### src/rtl/ray_box_nearest_hit_unit_assert.svh
// Assertion macros for the ray/box nearest hit unit.
// Used by the controller and top level; no other dependencies.
`ifndef RAY_BOX_NEAREST_HIT_UNIT_ASSERT_SVH
`define RAY_BOX_NEAREST_HIT_UNIT_ASSERT_SVH
`ifndef SYNTHESIS
`define RBH_ASSERT_IMPL(label, clk, rstn, ante, cons) \
    label: assert property (@(posedge clk) disable iff (!rstn) (ante) |-> (cons)) \
        else $error("assertion failed");
`define RBH_ASSERT_NEXT(label, clk, rstn, ante, cons) \
    label: assert property (@(posedge clk) disable iff (!rstn) (ante) |=> (cons)) \
        else $error("assertion failed");
`else
`define RBH_ASSERT_IMPL(label, clk, rstn, ante, cons)
`define RBH_ASSERT_NEXT(label, clk, rstn, ante, cons)
`endif
`endif

### src/rtl/rbh_pkg.sv
// Shared types, constants and controller command codes for the ray/box unit.
// No dependencies.
package rbh_pkg;
    localparam int FRAC_BITS_DEF = 16;
    localparam int NUM_CFG = 6;
    localparam logic [31:0] QMAX = 32'h7fff_ffff;

    localparam int OP_W = 3;
    localparam logic [OP_W-1:0] OP_NONE  = 3'd0;
    localparam logic [OP_W-1:0] OP_LOAD  = 3'd1;
    localparam logic [OP_W-1:0] OP_STEP  = 3'd2;
    localparam logic [OP_W-1:0] OP_DSTRT = 3'd3;
    localparam logic [OP_W-1:0] OP_DDONE = 3'd4;
    localparam logic [OP_W-1:0] OP_FIN   = 3'd5;

    typedef struct packed {
        logic [OP_W-1:0] op;
        logic [5:0]      stp;
    } cmd_t;

    typedef struct packed {
        logic div_busy;
        logic miss;
        logic last;
    } sts_t;
endpackage

### src/rtl/rbh_controller.sv
// Sequencer for one box transaction: inversion, transform, slab test, result.
// Depends on rbh_pkg; drives rbh_datapath through cmd_t/sts_t.
`include "ray_box_nearest_hit_unit_assert.svh"
module rbh_controller (
    input  logic          aclk,
    input  logic          aresetn,
    input  logic          s_valid,
    output logic          s_ready,
    output logic          m_valid,
    input  logic          m_ready,
    output rbh_pkg::cmd_t cmd,
    input  rbh_pkg::sts_t sts
);
    localparam logic [2:0] ST_IDLE = 3'd0;
    localparam logic [2:0] ST_RUN  = 3'd1;
    localparam logic [2:0] ST_DIV  = 3'd2;
    localparam logic [2:0] ST_DWT  = 3'd3;
    localparam logic [2:0] ST_PNT  = 3'd4;
    localparam logic [2:0] ST_OUT  = 3'd5;

    logic [2:0] state_reg, state_next;
    logic [5:0] stp_reg, stp_next;
    logic mv_reg, mv_next;

    assign s_ready = (state_reg == ST_IDLE);
    assign m_valid = mv_reg;

    // step order: cof 0..17, det 18..20, div 0..8, dots 21..47,
    // slab div 9..14, containment 50..52, update 53, point 60..62, final
    always_comb begin
        state_next = state_reg;
        stp_next = stp_reg;
        mv_next = mv_reg;
        cmd.op = rbh_pkg::OP_NONE;
        cmd.stp = stp_reg;
        if (mv_reg && m_ready) mv_next = 1'b0;
        unique case (state_reg)
            ST_IDLE: begin
                if (s_valid && s_ready) begin
                    cmd.op = rbh_pkg::OP_LOAD;
                    state_next = ST_RUN;
                    stp_next = '0;
                end
            end
            ST_RUN: begin
                cmd.op = rbh_pkg::OP_STEP;
                if (stp_reg == 6'd20) begin
                    state_next = ST_DIV;
                    stp_next = '0;
                end else if (stp_reg == 6'd47) begin
                    state_next = ST_DIV;
                    stp_next = 6'd9;
                end else if (stp_reg == 6'd53) begin
                    state_next = sts.last ? ST_PNT : ST_IDLE;
                    stp_next = 6'd60;
                end else begin
                    stp_next = stp_reg + 6'd1;
                end
            end
            ST_DIV: begin
                // singular matrix: skip straight to the update step
                if (stp_reg == 6'd0 && sts.miss) begin
                    state_next = ST_RUN;
                    stp_next = 6'd53;
                end else begin
                    cmd.op = rbh_pkg::OP_DSTRT;
                    state_next = ST_DWT;
                end
            end
            ST_DWT: begin
                if (!sts.div_busy) begin
                    cmd.op = rbh_pkg::OP_DDONE;
                    if (stp_reg == 6'd8) begin
                        state_next = ST_RUN;
                        stp_next = 6'd21;
                    end else if (stp_reg == 6'd14) begin
                        state_next = ST_RUN;
                        stp_next = 6'd50;
                    end else begin
                        state_next = ST_DIV;
                        stp_next = stp_reg + 6'd1;
                    end
                end
            end
            ST_PNT: begin
                cmd.op = rbh_pkg::OP_STEP;
                if (stp_reg == 6'd62) state_next = ST_OUT;
                else stp_next = stp_reg + 6'd1;
            end
            ST_OUT: begin
                if (!mv_reg) begin
                    cmd.op = rbh_pkg::OP_FIN;
                    mv_next = 1'b1;
                    state_next = ST_IDLE;
                end
            end
            default: state_next = ST_IDLE;
        endcase
    end

    always_ff @(posedge aclk) begin
        if (!aresetn) begin
            state_reg <= ST_IDLE;
            stp_reg <= '0;
            mv_reg <= 1'b0;
        end else begin
            state_reg <= state_next;
            stp_reg <= stp_next;
            mv_reg <= mv_next;
        end
    end

    `RBH_ASSERT_NEXT(a_mv_hold, aclk, aresetn, m_valid && !m_ready, m_valid)
    `RBH_ASSERT_IMPL(a_fin_free, aclk, aresetn, cmd.op == rbh_pkg::OP_FIN, !mv_reg)
    `RBH_ASSERT_NEXT(a_load_run, aclk, aresetn, s_valid && s_ready, state_reg == ST_RUN)
endmodule
### config.mk
export PLATFORM = sky130hd
export DESIGN_NAME = rbh_controller
export DESIGN_NICKNAME = d
export VERILOG_FILES = /design/src/rtl/rbh_pkg.sv /design/src/rtl/rbh_controller.sv
export VERILOG_INCLUDE_DIRS = /design/src /design/src/rtl
export SDC_FILE = /design/constraint.sdc
export NUM_CORES = 1
export LEC_CHECK = 0
export ABC_AREA = 1
export BUFFER_PORTS_ARGS = -buffer_cell sky130_fd_sc_hd__buf_2
export CORE_ASPECT_RATIO = 1.2
export CORE_MARGIN = 3
export CORE_UTILIZATION = 35
export DETAILED_ROUTE_END_ITERATION = 6
export MAX_ROUTING_LAYER = met4
export PLACE_DENSITY = 0.6
export SLEW_MARGIN = 30
export SYNTH_ARGS = -nofsm -noshare
export SYNTH_HDL_FRONTEND = slang
export SYNTH_SLANG_ARGS = --single-unit
### constraint.sdc
create_clock -name aclk -period 1.9 [get_ports aclk]
set_input_delay 0.19 -clock aclk [delete_from_list [all_inputs] [get_ports aclk]]
set_output_delay 0.19 -clock aclk [all_outputs]
set_load 0.02 [all_outputs]
==> results of run 1 <==
worst register-to-register path, cell delays in order, from the launching register on:
cell	delay [ns]
sky130_fd_sc_hd__dfxtp_2	0.36
sky130_fd_sc_hd__ha_1	0.23
sky130_fd_sc_hd__inv_1	0.08
sky130_fd_sc_hd__nor2_1	0.05
sky130_fd_sc_hd__nand2_1	0.20
sky130_fd_sc_hd__nand2_1	0.15
sky130_fd_sc_hd__nor2_4	0.13
sky130_fd_sc_hd__inv_1	0.06
sky130_fd_sc_hd__nand3_1	0.09
sky130_fd_sc_hd__nand2_1	0.06
sky130_fd_sc_hd__a21oi_1	0.14
worst paths after layout:
| kind | to | cells past startpoint | startpoint | slack, ns |
|---|---|---|---|---|
| setup / recovery | cmd[6] | 7 | stp_reg[0]$_SDFFE_PN0P_ | 0.12 |
| hold / removal | m_valid$_SDFF_PN0_ | 3 | m_ready | 0.18 |
| setup reg to reg | state_reg[0]$_SDFFE_PN0P_ | 10 | stp_reg[0]$_SDFFE_PN0P_ | 0.28 |
| hold reg to reg | stp_reg[0]$_SDFFE_PN0P_ | 2 | stp_reg[0]$_SDFFE_PN0P_ | 0.52 |
through the flow:
stage / hold WS, ns / setup WS (ns) / utilization (%) / instance area [um2]
floorplan: 0.372 / 0.194 / - / 1030
global placement: 0.460 / 0.226 / 43.0 / 1150
detailed placement: 0.467 / 0.179 / 43.0 / 1150
CTS: 0.178 / 0.0119 / 44.4 / 1190
global route: 0.197 / 0.00877 / 44.7 / 1200
finish: 0.183 / 0.122 / 44.7 / 1200
layout make-up:
cell class	count	area [um2]	share of cell area [%]
sequential	10	203	16.9
multi-input combinational	136	726	60.7
clock buffer	4	36.3	3.03
inverter	24	90.1	7.53
timing repair buffer	19	100	8.37
tap	33	41.3	3.45
metal layers:
layer,wire length [um],up-vias
li1,-,598
met1,1290,525
met2,1390,44
met3,182,9
met4,71,0
met5,0,-
cells in the mapped netlist, types with 3 or more instances:
cell type,n,area [um2]
sky130_fd_sc_hd__nor2_4,5,56.3
sky130_fd_sc_hd__nand2_2,5,31.3
sky130_fd_sc_hd__nand4_1,4,25.0
sky130_fd_sc_hd__a21oi_1,12,60.1
sky130_fd_sc_hd__dfxtp_1,10,200
sky130_fd_sc_hd__inv_1,18,67.6
sky130_fd_sc_hd__nor2_2,3,18.8
sky130_fd_sc_hd__nand3_1,26,130
sky130_fd_sc_hd__o21ai_0,4,20.0
sky130_fd_sc_hd__nor2_1,11,41.3
sky130_fd_sc_hd__inv_2,5,18.8
sky130_fd_sc_hd__nand2_1,50,188
sky130_fd_sc_hd__ha_1,4,50.1
kinds of logic (layout without fill, tap and decap cells):
| logic type | count (synthesis) | in the layout | synth area share [%] |
|---|---|---|---|
| fa+ha+maj | 4 | 4 | 4.85 |
| simple gates | 109 | 109 | 52.0 |
| xor+xnor | 2 | 2 | 1.70 |
| compound gates | 21 | 21 | 11.3 |
| buf+inv | 27 | 47 | 10.8 |
| flops | 10 | 10 | 19.4 |
where the power goes:
group / internal [mW] / switching (mW)
registers: 0.233 / 0.0366
logic: 0.182 / 0.352
clock network: 0.117 / 0.0856
total: 0.531 / 0.474
==> run metrics, run 1 <==
GRT Residual Overflow 0; Total Routed Length 2.93 mm; number of flip-flops and latches in the synthesized netlist 10; met1 usage in global routing between 20% and 30%; run status finished clean; busiest layer in global routing met2; Synth Cell Area between 1000 and 1500 um2; DR WL/cell ~13 um; slowest cell on the critical path sky130_fd_sc_hd__dfxtp_2; Tot Pwr 1.01 mW; setup clock skew after layout around 0.010 ns; number of standard cells in the layout, taps in and fillers out roughly 230; Vert. Die Dim between 60 and 70 um; antenna violations before repair 0; TritonCTS clock tree built; clock buffers created by TritonCTS 3; data required time of the worst path between 1.5 and 2 ns; instance count after placement with tap cells included 222; first-pass GRT wire length around 5.2 mm; number of levels in the clock H-tree 1; P_leak 0.606 nW; unrepaired setup endpoints after global routing no; final cycle utilization of the critical path between 90% and 100%; most frequent standard cell in the layout excluding fill and tap cells sky130_fd_sc_hd__nand2_1; Syn Inst Count between 150 and 200; crit path launch type flop; count of flip-flops with a built-in enable after synthesis 0; classification of the worst-slack hold path input pin to flop; highest clock frequency the design can meet 563 MHz; number of placement rows 20; commonest register cell after synthesis sky130_fd_sc_hd__dfxtp_1; Largest stage delay, worst path ~0.36 ns; number of input and output port buffers inserted 17; Post-Synthesis Net Count roughly 180; pwr dens approximately 840 nW/um2; I/O pin count 18; met2 layer usage reported by global route between 30% and 40%; critical-path maximum fanout 6; insertion delay of the later-clocked pin in the worst-skew pair approximately 0.28 ns; sequential area share after synthesis roughly a fifth; Buf/Inv on CP 3; critical setup path kind flop to output pin; Post-CTS Hold Buffers 0; via count normalized by instance count ~5.2; pin count of the biggest net entering global routing 11; first-iteration detailed-routing DRC count 62; vias in the first global route around 1100; ANT nets after route 0; clock transition at the register clock pins on the worst setup and hold paths after CTS approximately 0.08 ns; share of synthesized flip-flops with an asynchronous set or reset 0%; Worst Tran Pin Value ~0.36 ns; Setup crit end kind output pin; post-synthesis area per instance between 5 and 6 um2; grt met3 use between 2 and 3%; total half-perimeter wirelength after legalization and detailed placement about 2.3 mm; max reg flops 6; overall die area 3640 um2; arrival time of data at the critical path endpoint approximately 1.6 ns; final hold violation count 0; # setup viols final 0; worst relative slew slack between 70% and 80%; setup total negative slack 0 ns; max-slew violation count 0; maximum buffer depth of the clock tree 2; max-cap viol count 0; synth unique cells 25; # resized after CTS 0; area added between synthesis and finish 15.9%; via total after detailed routing between 1000 and 1500; clock sink total 10; number of post-CTS setup repair buffers 0; share of post-route cells with drive strength above 1 between 20% and 30%; die boundary width around 56 um; critical path's top delay family buffers and inverters; count of inserted antenna diode cells 0; area inside the core boundary about 2700 um2; CTS root buffer sky130_fd_sc_hd__clkbuf_4; global-route total usage across every layer a little under a fifth; number of synthesis warnings 0; highest-count cells in the layout ignoring fill and taps 50 x sky130_fd_sc_hd__nand2_1, 26 x sky130_fd_sc_hd__nand3_1, 17 x sky130_fd_sc_hd__inv_1, 17 x sky130_fd_sc_hd__buf_2, 12 x sky130_fd_sc_hd__a21oi_1; routability cong. 0.906; Final #Nets 205; post-detailed-route DRC marker count 0; fill cell count about 300; First-pass DRT Iterations 4; fin crit period ~1.8 ns; worst voltage drop across the vdd grid 0.513 mV; initial standard-cell utilization of the core just under 40%; worst path cell trace inv_2 > ha_2 > nand3_1 > o21ai_2 > buf_4 > o211ai_1 > buf_2
(Power assumes the default switching activity.)
==> run 2, diff against run 1 <==
==> constraint.sdc (replaced) <==
create_clock -name aclk -period 1.9 [get_ports aclk]
set_input_delay 0.19 -clock aclk [delete_from_list [all_inputs] [get_ports aclk]]
set_output_delay 0.19 -clock aclk [all_outputs]
set_load 0.05 [all_outputs]
==> run metrics, run 2 (same netlist as run 1, synthesis figures left out) <==
first-iteration detailed-routing DRC count 50 (was 62); fraction of power consumed by sequential logic 25.9% (was 26.8%); critical setup path kind flop to output pin (unchanged); Internal Power 0.502 mW (was 0.531 mW); highest-count cells in the layout ignoring fill and taps 50 x sky130_fd_sc_hd__nand2_1, 25 x sky130_fd_sc_hd__nand3_1, 17 x sky130_fd_sc_hd__inv_1 (was 50 x sky130_fd_sc_hd__nand2_1, 26 x sky130_fd_sc_hd__nand3_1, 17 x sky130_fd_sc_hd__inv_1, 17 x sky130_fd_sc_hd__buf_2, 12 x sky130_fd_sc_hd__a21oi_1); net switching component of the power 0.556 mW (was 0.474 mW); pwr dens 879 nW/um2 (was 840 nW/um2); worst relative slew slack 72.6% (was 76.2%); setup clock skew after layout 0.00306 ns (was 0.0102 ns); Switching Share 52.5% (was 47.2%); total half-perimeter wirelength after legalization and detailed placement 2.38 mm (was 2.35 mm); worst path cell trace inv_1 > ha_2 > nand3_2 > o21ai_4 > o211ai_1 > buf_4 (was inv_2 > ha_2 > nand3_1 > o21ai_2 > buf_4 > o211ai_1 > buf_2); I/O pin count 18 (unchanged); DR WL/cell 12.8 um (was 13.0 um); max-slew violation count 0 (unchanged); TritonCTS clock tree built (unchanged); final cycle utilization of the critical path 92.9% (was 93.6%); insertion delay of the later-clocked pin in the worst-skew pair 0.26 ns (was 0.28 ns); die boundary width 55.6 um (unchanged); max-cap viol count 0 (unchanged); most frequent standard cell in the layout excluding fill and tap cells sky130_fd_sc_hd__nand2_1 (unchanged); worst setup timing slack at the placement stage 0.106 ns (was 0.179 ns); max reg flops 6 (unchanged); via count normalized by instance count 5.18 (was 5.20); clock buffers created by TritonCTS 3 (unchanged); CTS root buffer sky130_fd_sc_hd__clkbuf_4 (unchanged); run status finished clean (unchanged); number of placement rows 20 (unchanged); slowest cell on the critical path sky130_fd_sc_hd__dfxtp_2 (unchanged); area inside the core boundary 2680 um2 (unchanged); Largest stage delay, worst path 0.35 ns (was 0.36 ns); vias in the first global route 1090 (was 1134); final hold violation count 0 (unchanged); antenna violations before repair 0 (unchanged); unrepaired setup endpoints after global routing no (unchanged); maximum buffer depth of the clock tree 2 (unchanged); classification of the worst-slack hold path input pin to flop (unchanged); Setup crit end kind output pin (unchanged); Cell Area, Placed 1160 um2 (was 1150 um2); clock sink total 10 (unchanged); area added between synthesis and finish 16.5% (was 15.9%); First-pass DRT Iterations 4 (unchanged); launching element of the worst setup path stp_reg[1]$_SDFFE_PN0P_ (was stp_reg[0]$_SDFFE_PN0P_); first-pass GRT wire length 4.97 mm (was 5.22 mm); pin count of the biggest net entering global routing 11 (unchanged); post-detailed-route DRC marker count 0 (unchanged); count of inserted antenna diode cells 0 (unchanged); ANT nets after route 0 (unchanged); initial standard-cell utilization of the core 38.6% (unchanged); number of levels in the clock H-tree 1 (unchanged); # setup viols final 0 (unchanged); final design area excluding fillers 1200 um2 (about the same); via total after detailed routing 1165 (was 1176); critical-path maximum fanout 7 (was 6); Final #Nets 205 (unchanged); share of post-route cells with drive strength above 1 26.0% (was 26.4%); highest clock frequency the design can meet 567 MHz (was 563 MHz); source of the worst hold timing path m_ready (unchanged); number of input and output port buffers inserted 17 (unchanged); overall die area 3640 um2 (unchanged); Vert. Die Dim 65.5 um (unchanged); clock transition at the register clock pins on the worst setup and hold paths after CTS 0.06 ns (was 0.08 ns); worst reg2reg startpoint stp_reg[1]$_SDFFE_PN0P_ (was stp_reg[0]$_SDFFE_PN0P_); fin worst setup slack 0.135 ns (was 0.122 ns); GRT Residual Overflow 0 (unchanged); fin crit period 1.76 ns (was 1.78 ns); P_leak 0.607 nW (was 0.606 nW); combinational cell fraction of total power 61.2% (was 53.1%); Worst Hold Slack 0.192 ns (was 0.183 ns); Total Routed Length 2.88 mm (was 2.93 mm); global-route total usage across every layer 17.5% (was 18.0%); routability cong. 0.996 (was 0.906); crit path launch type flop (unchanged); arrival time of data at the critical path endpoint 1.57 ns (was 1.59 ns); portion of total power attributed to the clock network 12.9% (was 20.1%); data required time of the worst path 1.71 ns (about the same); worst voltage drop across the vdd grid 0.443 mV (was 0.513 mV); Worst Tran Pin Value 0.407 ns (was 0.357 ns)
-- run 2: path summary, 6_finish.rpt --
| check | slack [ns] | depth (start not counted) | end |
|---|---|---|---|
| max | 0.14 | 6 | cmd[6] |
| min | 0.19 | 3 | m_valid$_SDFF_PN0_ |
| max reg2reg | 0.26 | 9 | stp_reg[1]$_SDFFE_PN0P_ |
| min reg2reg | 0.53 | 2 | stp_reg[0]$_SDFFE_PN0P_ |
-- run 2: area by class of cell --
class                      instances  area, um2
clock buffer                       3       22.5
fill                             291       1480
inverter                          24       92.6
multi-input combinational        136        741
sequential                        10        203
tap                               33       41.3
timing repair buffer              19        103
-- run 2: critical path: cells and delay by family, from the launching register on --
| family | cells | cell delay [ns] |
|---|---|---|
| AOI/OAI and AO/OA | 2 | 0.34 |
| adders and majority gates | 1 | 0.21 |
| buffers and inverters | 2 | 0.30 |
| DFF | 1 | 0.35 |
| and+or+nand+nor | 1 | 0.11 |
-- run 2: timing repair --
item                       in CTS  in global routing
hold buffers                    0                  0
setup endpoints to repair       2                  7
gates resized for setup         2                  6
setup buffers                   0                  0
pin swaps                       1                  1
-- run 2: metrics by stage --
stage	setup TNS (ns)	total power, mW	cells	util, %
after CTS	0	1.05	225	44.5
after detailed placement	0	0.905	222	43.3
after global routing	0	1.15	225	44.9
after floorplan	-0.0354	0.762	173	-
after global placement	0	0.896	222	43.3
final	0	1.06	225	44.9
-- run 2: power groups by stage --
stage,registers [mW],clock network (mW),logic (mW)
after floorplan,0.298,0,0.463
after detailed placement,0.275,0,0.631
final,0.274,0.136,0.647
after global routing,0.279,0.159,0.711
after global placement,0.274,0,0.623
after CTS,0.270,0.141,0.640
-- run 2: metal layers --
layer | track usage, % | part of all wire [%] | up-vias
met4 | 4.86 | 1.8 | 0
li1 | - | - | 594
met1 | 20.4 | 43 | 521
met3 | 4.13 | 6.7 | 6
met5 | - | 0 | -
met2 | 30.2 | 49 | 44
==> run 3, diff against run 2 <==
--- a/config.mk
+++ b/config.mk
@@ -13,7 +13,7 @@
 export CORE_UTILIZATION = 35
 export DETAILED_ROUTE_END_ITERATION = 6
 export MAX_ROUTING_LAYER = met4
-export PLACE_DENSITY = 0.6
+export PLACE_DENSITY = 0.52
 export SLEW_MARGIN = 30
 export SYNTH_ARGS = -nofsm -noshare
 export SYNTH_HDL_FRONTEND = slang
==> run metrics, run 3 (same netlist as run 1, synthesis figures left out) <==
worst relative slew slack 75.7% (was 72.6%); crit path launch type flop (unchanged); TritonCTS clock tree built (unchanged); number of placement rows 20 (unchanged); Setup crit end kind output pin (unchanged); critical-path maximum fanout 6 (was 7); fin crit period 1.79 ns (was 1.76 ns); highest clock frequency the design can meet 559 MHz (was 567 MHz); # setup viols final 0 (unchanged); GRT Residual Overflow 0 (unchanged); die boundary width 55.6 um (unchanged); detailed-routed wire length on met3 217 um (was 194 um); arrival time of data at the critical path endpoint 1.60 ns (was 1.57 ns); Post-CTS Hold Buffers 0 (unchanged); worst voltage drop across the vdd grid 0.547 mV (was 0.443 mV); run status finished clean (unchanged); Final #Nets 208 (was 205); most frequent standard cell in the layout excluding fill and tap cells sky130_fd_sc_hd__nand2_1 (unchanged); setup total negative slack 0 ns (unchanged); clock transition at the register clock pins on the worst setup and hold paths after CTS 0.06 ns (about the same); termination of the worst setup path cmd[6] (unchanged); area inside the core boundary 2680 um2 (unchanged); clock buffers created by TritonCTS 3 (unchanged); share of post-route cells with drive strength above 1 25.6% (was 26.0%); P_leak 0.617 nW (was 0.607 nW); ANT nets after route 0 (unchanged); first-iteration detailed-routing DRC count 56 (was 50); via total after detailed routing 1199 (was 1165); via count normalized by instance count 5.26 (was 5.18); routability cong. 0.948 (was 0.996); overall die area 3640 um2 (unchanged); Worst Hold Slack 0.188 ns (was 0.192 ns); I/O pin count 18 (unchanged); clock sink total 10 (unchanged); total half-perimeter wirelength after legalization and detailed placement 2.52 mm (was 2.38 mm); number of standard cells in the layout, taps in and fillers out 228 (was 225); initial standard-cell utilization of the core 38.6% (unchanged); CTS root buffer sky130_fd_sc_hd__clkbuf_4 (unchanged); DR WL/cell 13.3 um (was 12.8 um); maximum buffer depth of the clock tree 2 (unchanged); wire length on met2 1.40 mm (was 1.41 mm); final core utilization 45.2% (was 44.9%); area added between synthesis and finish 17.3% (was 16.5%); max-slew violation count 0 (unchanged); Vert. Die Dim 65.5 um (unchanged); setup clock skew after layout 0.00453 ns (was 0.00306 ns); Tot Pwr 1.07 mW (was 1.06 mW); final hold violation count 0 (unchanged); fill cell count 310 (was 291); slowest cell on the critical path sky130_fd_sc_hd__dfxtp_2 (unchanged); first-pass GRT wire length 5.19 mm (was 4.97 mm); pin count of the biggest net entering global routing 11 (unchanged); classification of the worst-slack hold path input pin to flop (unchanged); vias in the first global route 1120 (was 1090); Worst Tran Pin Value 0.362 ns (was 0.407 ns); First-pass DRT Iterations 4 (unchanged); worst path cell trace inv_1 > ha_2 > nand3_1 > o21ai_2 > o211ai_1 > buf_4 (was inv_1 > ha_2 > nand3_2 > o21ai_4 > o211ai_1 > buf_4); critical setup path kind flop to output pin (unchanged); Total Routed Length 3.03 mm (was 2.88 mm); reg-to-reg endpoint stp_reg[5]$_SDFFE_PN0P_ (was stp_reg[1]$_SDFFE_PN0P_); launching element of the worst setup path stp_reg[0]$_SDFFE_PN0P_ (was stp_reg[1]$_SDFFE_PN0P_); instance count after placement with tap cells included 224 (was 222); antenna violations before repair 0 (unchanged); final cycle utilization of the critical path 94.2% (was 92.9%); count of inserted antenna diode cells 0 (unchanged); worst reg2reg startpoint stp_reg[0]$_SDFFE_PN0P_ (was stp_reg[1]$_SDFFE_PN0P_); Largest stage delay, worst path 0.35 ns (about the same); length of routed wiring on met1 1.22 mm (was 1.23 mm); top layer used by detailed routing met4 (unchanged); pwr dens 885 nW/um2 (was 879 nW/um2); global-route total usage across every layer 18.8% (was 17.5%); insertion delay of the later-clocked pin in the worst-skew pair 0.26 ns (about the same); highest-count cells in the layout ignoring fill and taps 50 x sky130_fd_sc_hd__nand2_1, 26 x sky130_fd_sc_hd__nand3_1, 18 x sky130_fd_sc_hd__inv_1 (was 50 x sky130_fd_sc_hd__nand2_1, 25 x sky130_fd_sc_hd__nand3_1, 17 x sky130_fd_sc_hd__inv_1); data required time of the worst path 1.71 ns (about the same); post-detailed-route DRC marker count 0 (unchanged); max-cap viol count 0 (unchanged); number of input and output port buffers inserted 17 (unchanged); slack of the worst reg-to-reg path 0.20 ns (was 0.26 ns); R2R depth 9 (unchanged); max reg flops 6 (unchanged); number of levels in the clock H-tree 1 (unchanged)
-- run 3: cell count changes in the layout (fill, tap and decap cells not counted) --
cell                      before  now
sky130_fd_sc_hd__nand3_2       2    1
sky130_fd_sc_hd__buf_4         3    7
sky130_fd_sc_hd__nand3_1      25   26
sky130_fd_sc_hd__dfxtp_2       2    1
sky130_fd_sc_hd__o21ai_4       1    0
sky130_fd_sc_hd__inv_1        17   18
sky130_fd_sc_hd__buf_2        16   15
sky130_fd_sc_hd__dfxtp_1       8    9
sky130_fd_sc_hd__o21ai_2       0    1
sky130_fd_sc_hd__inv_4         1    0
-- run 3: worst min-delay path by stage --
stage	depth (start not counted)	start	slack, ns	endpoint
2_1_floorplan	2	m_ready	0.37	m_valid$_SDFF_PN0_
3_3_place_gp	3	m_ready	0.46	m_valid$_SDFF_PN0_
3_5_place_dp	3	m_ready	0.46	m_valid$_SDFF_PN0_
4_1_cts	3	m_ready	0.18	m_valid$_SDFF_PN0_
5_1_grt	3	m_ready	0.18	m_valid$_SDFF_PN0_
6_report	3	m_ready	0.19	m_valid$_SDFF_PN0_
-- run 3: repair_timing --
action	in CTS	in global routing
endpoints found under the setup margin	0	8
resized for setup	0	5
setup buffers	0	1
-- run 3: final cells by class --
class	count	area (um2)	share of cell area, %
Multi-Input combinational cell	136	728	60.1
Sequential cell	10	201	16.6
Timing Repair Buffer	22	128	10.5
Inverter	24	90.1	7.44
Tap cell	33	41.3	3.41
Clock buffer	3	22.5	1.86
-- run 3: metal layers --
metal	GRT usage, %	vias to the layer above
met3	5.50	18
met2	29.9	55
met4	12.2	0
met1	20.4	524
li1	-	602
met5	-	-
-- run 3: worst max-delay path: cells and delay by family, from the launching register on --
kind	cells	cell delay (ns)
AND/OR/NAND/NOR	1	0.10
flip-flops	1	0.35
AO/OA/AOI/OAI	2	0.33
buffers and inverters	2	0.33
adder cells (fa/ha/maj)	1	0.23
-- run 3: per-stage QoR --
stage	cell area, um2	setup WS [ns]
floorplan	1040	-0.0354
global placement	1170	0.165
detailed placement	1170	0.160
CTS	1200	0.0262
global route	1210	-0.00197
finish	1210	0.110
-- run 3: where the power goes --
part | switching (mW) | internal [mW] | total [mW] | leakage (nW)
sequential | 0.0259 | 0.233 | 0.259 | 0.0814
clock | 0.0656 | 0.0728 | 0.138 | 0.0138
combinational | 0.463 | 0.212 | 0.675 | 0.522
total | 0.554 | 0.518 | 1.07 | 0.617
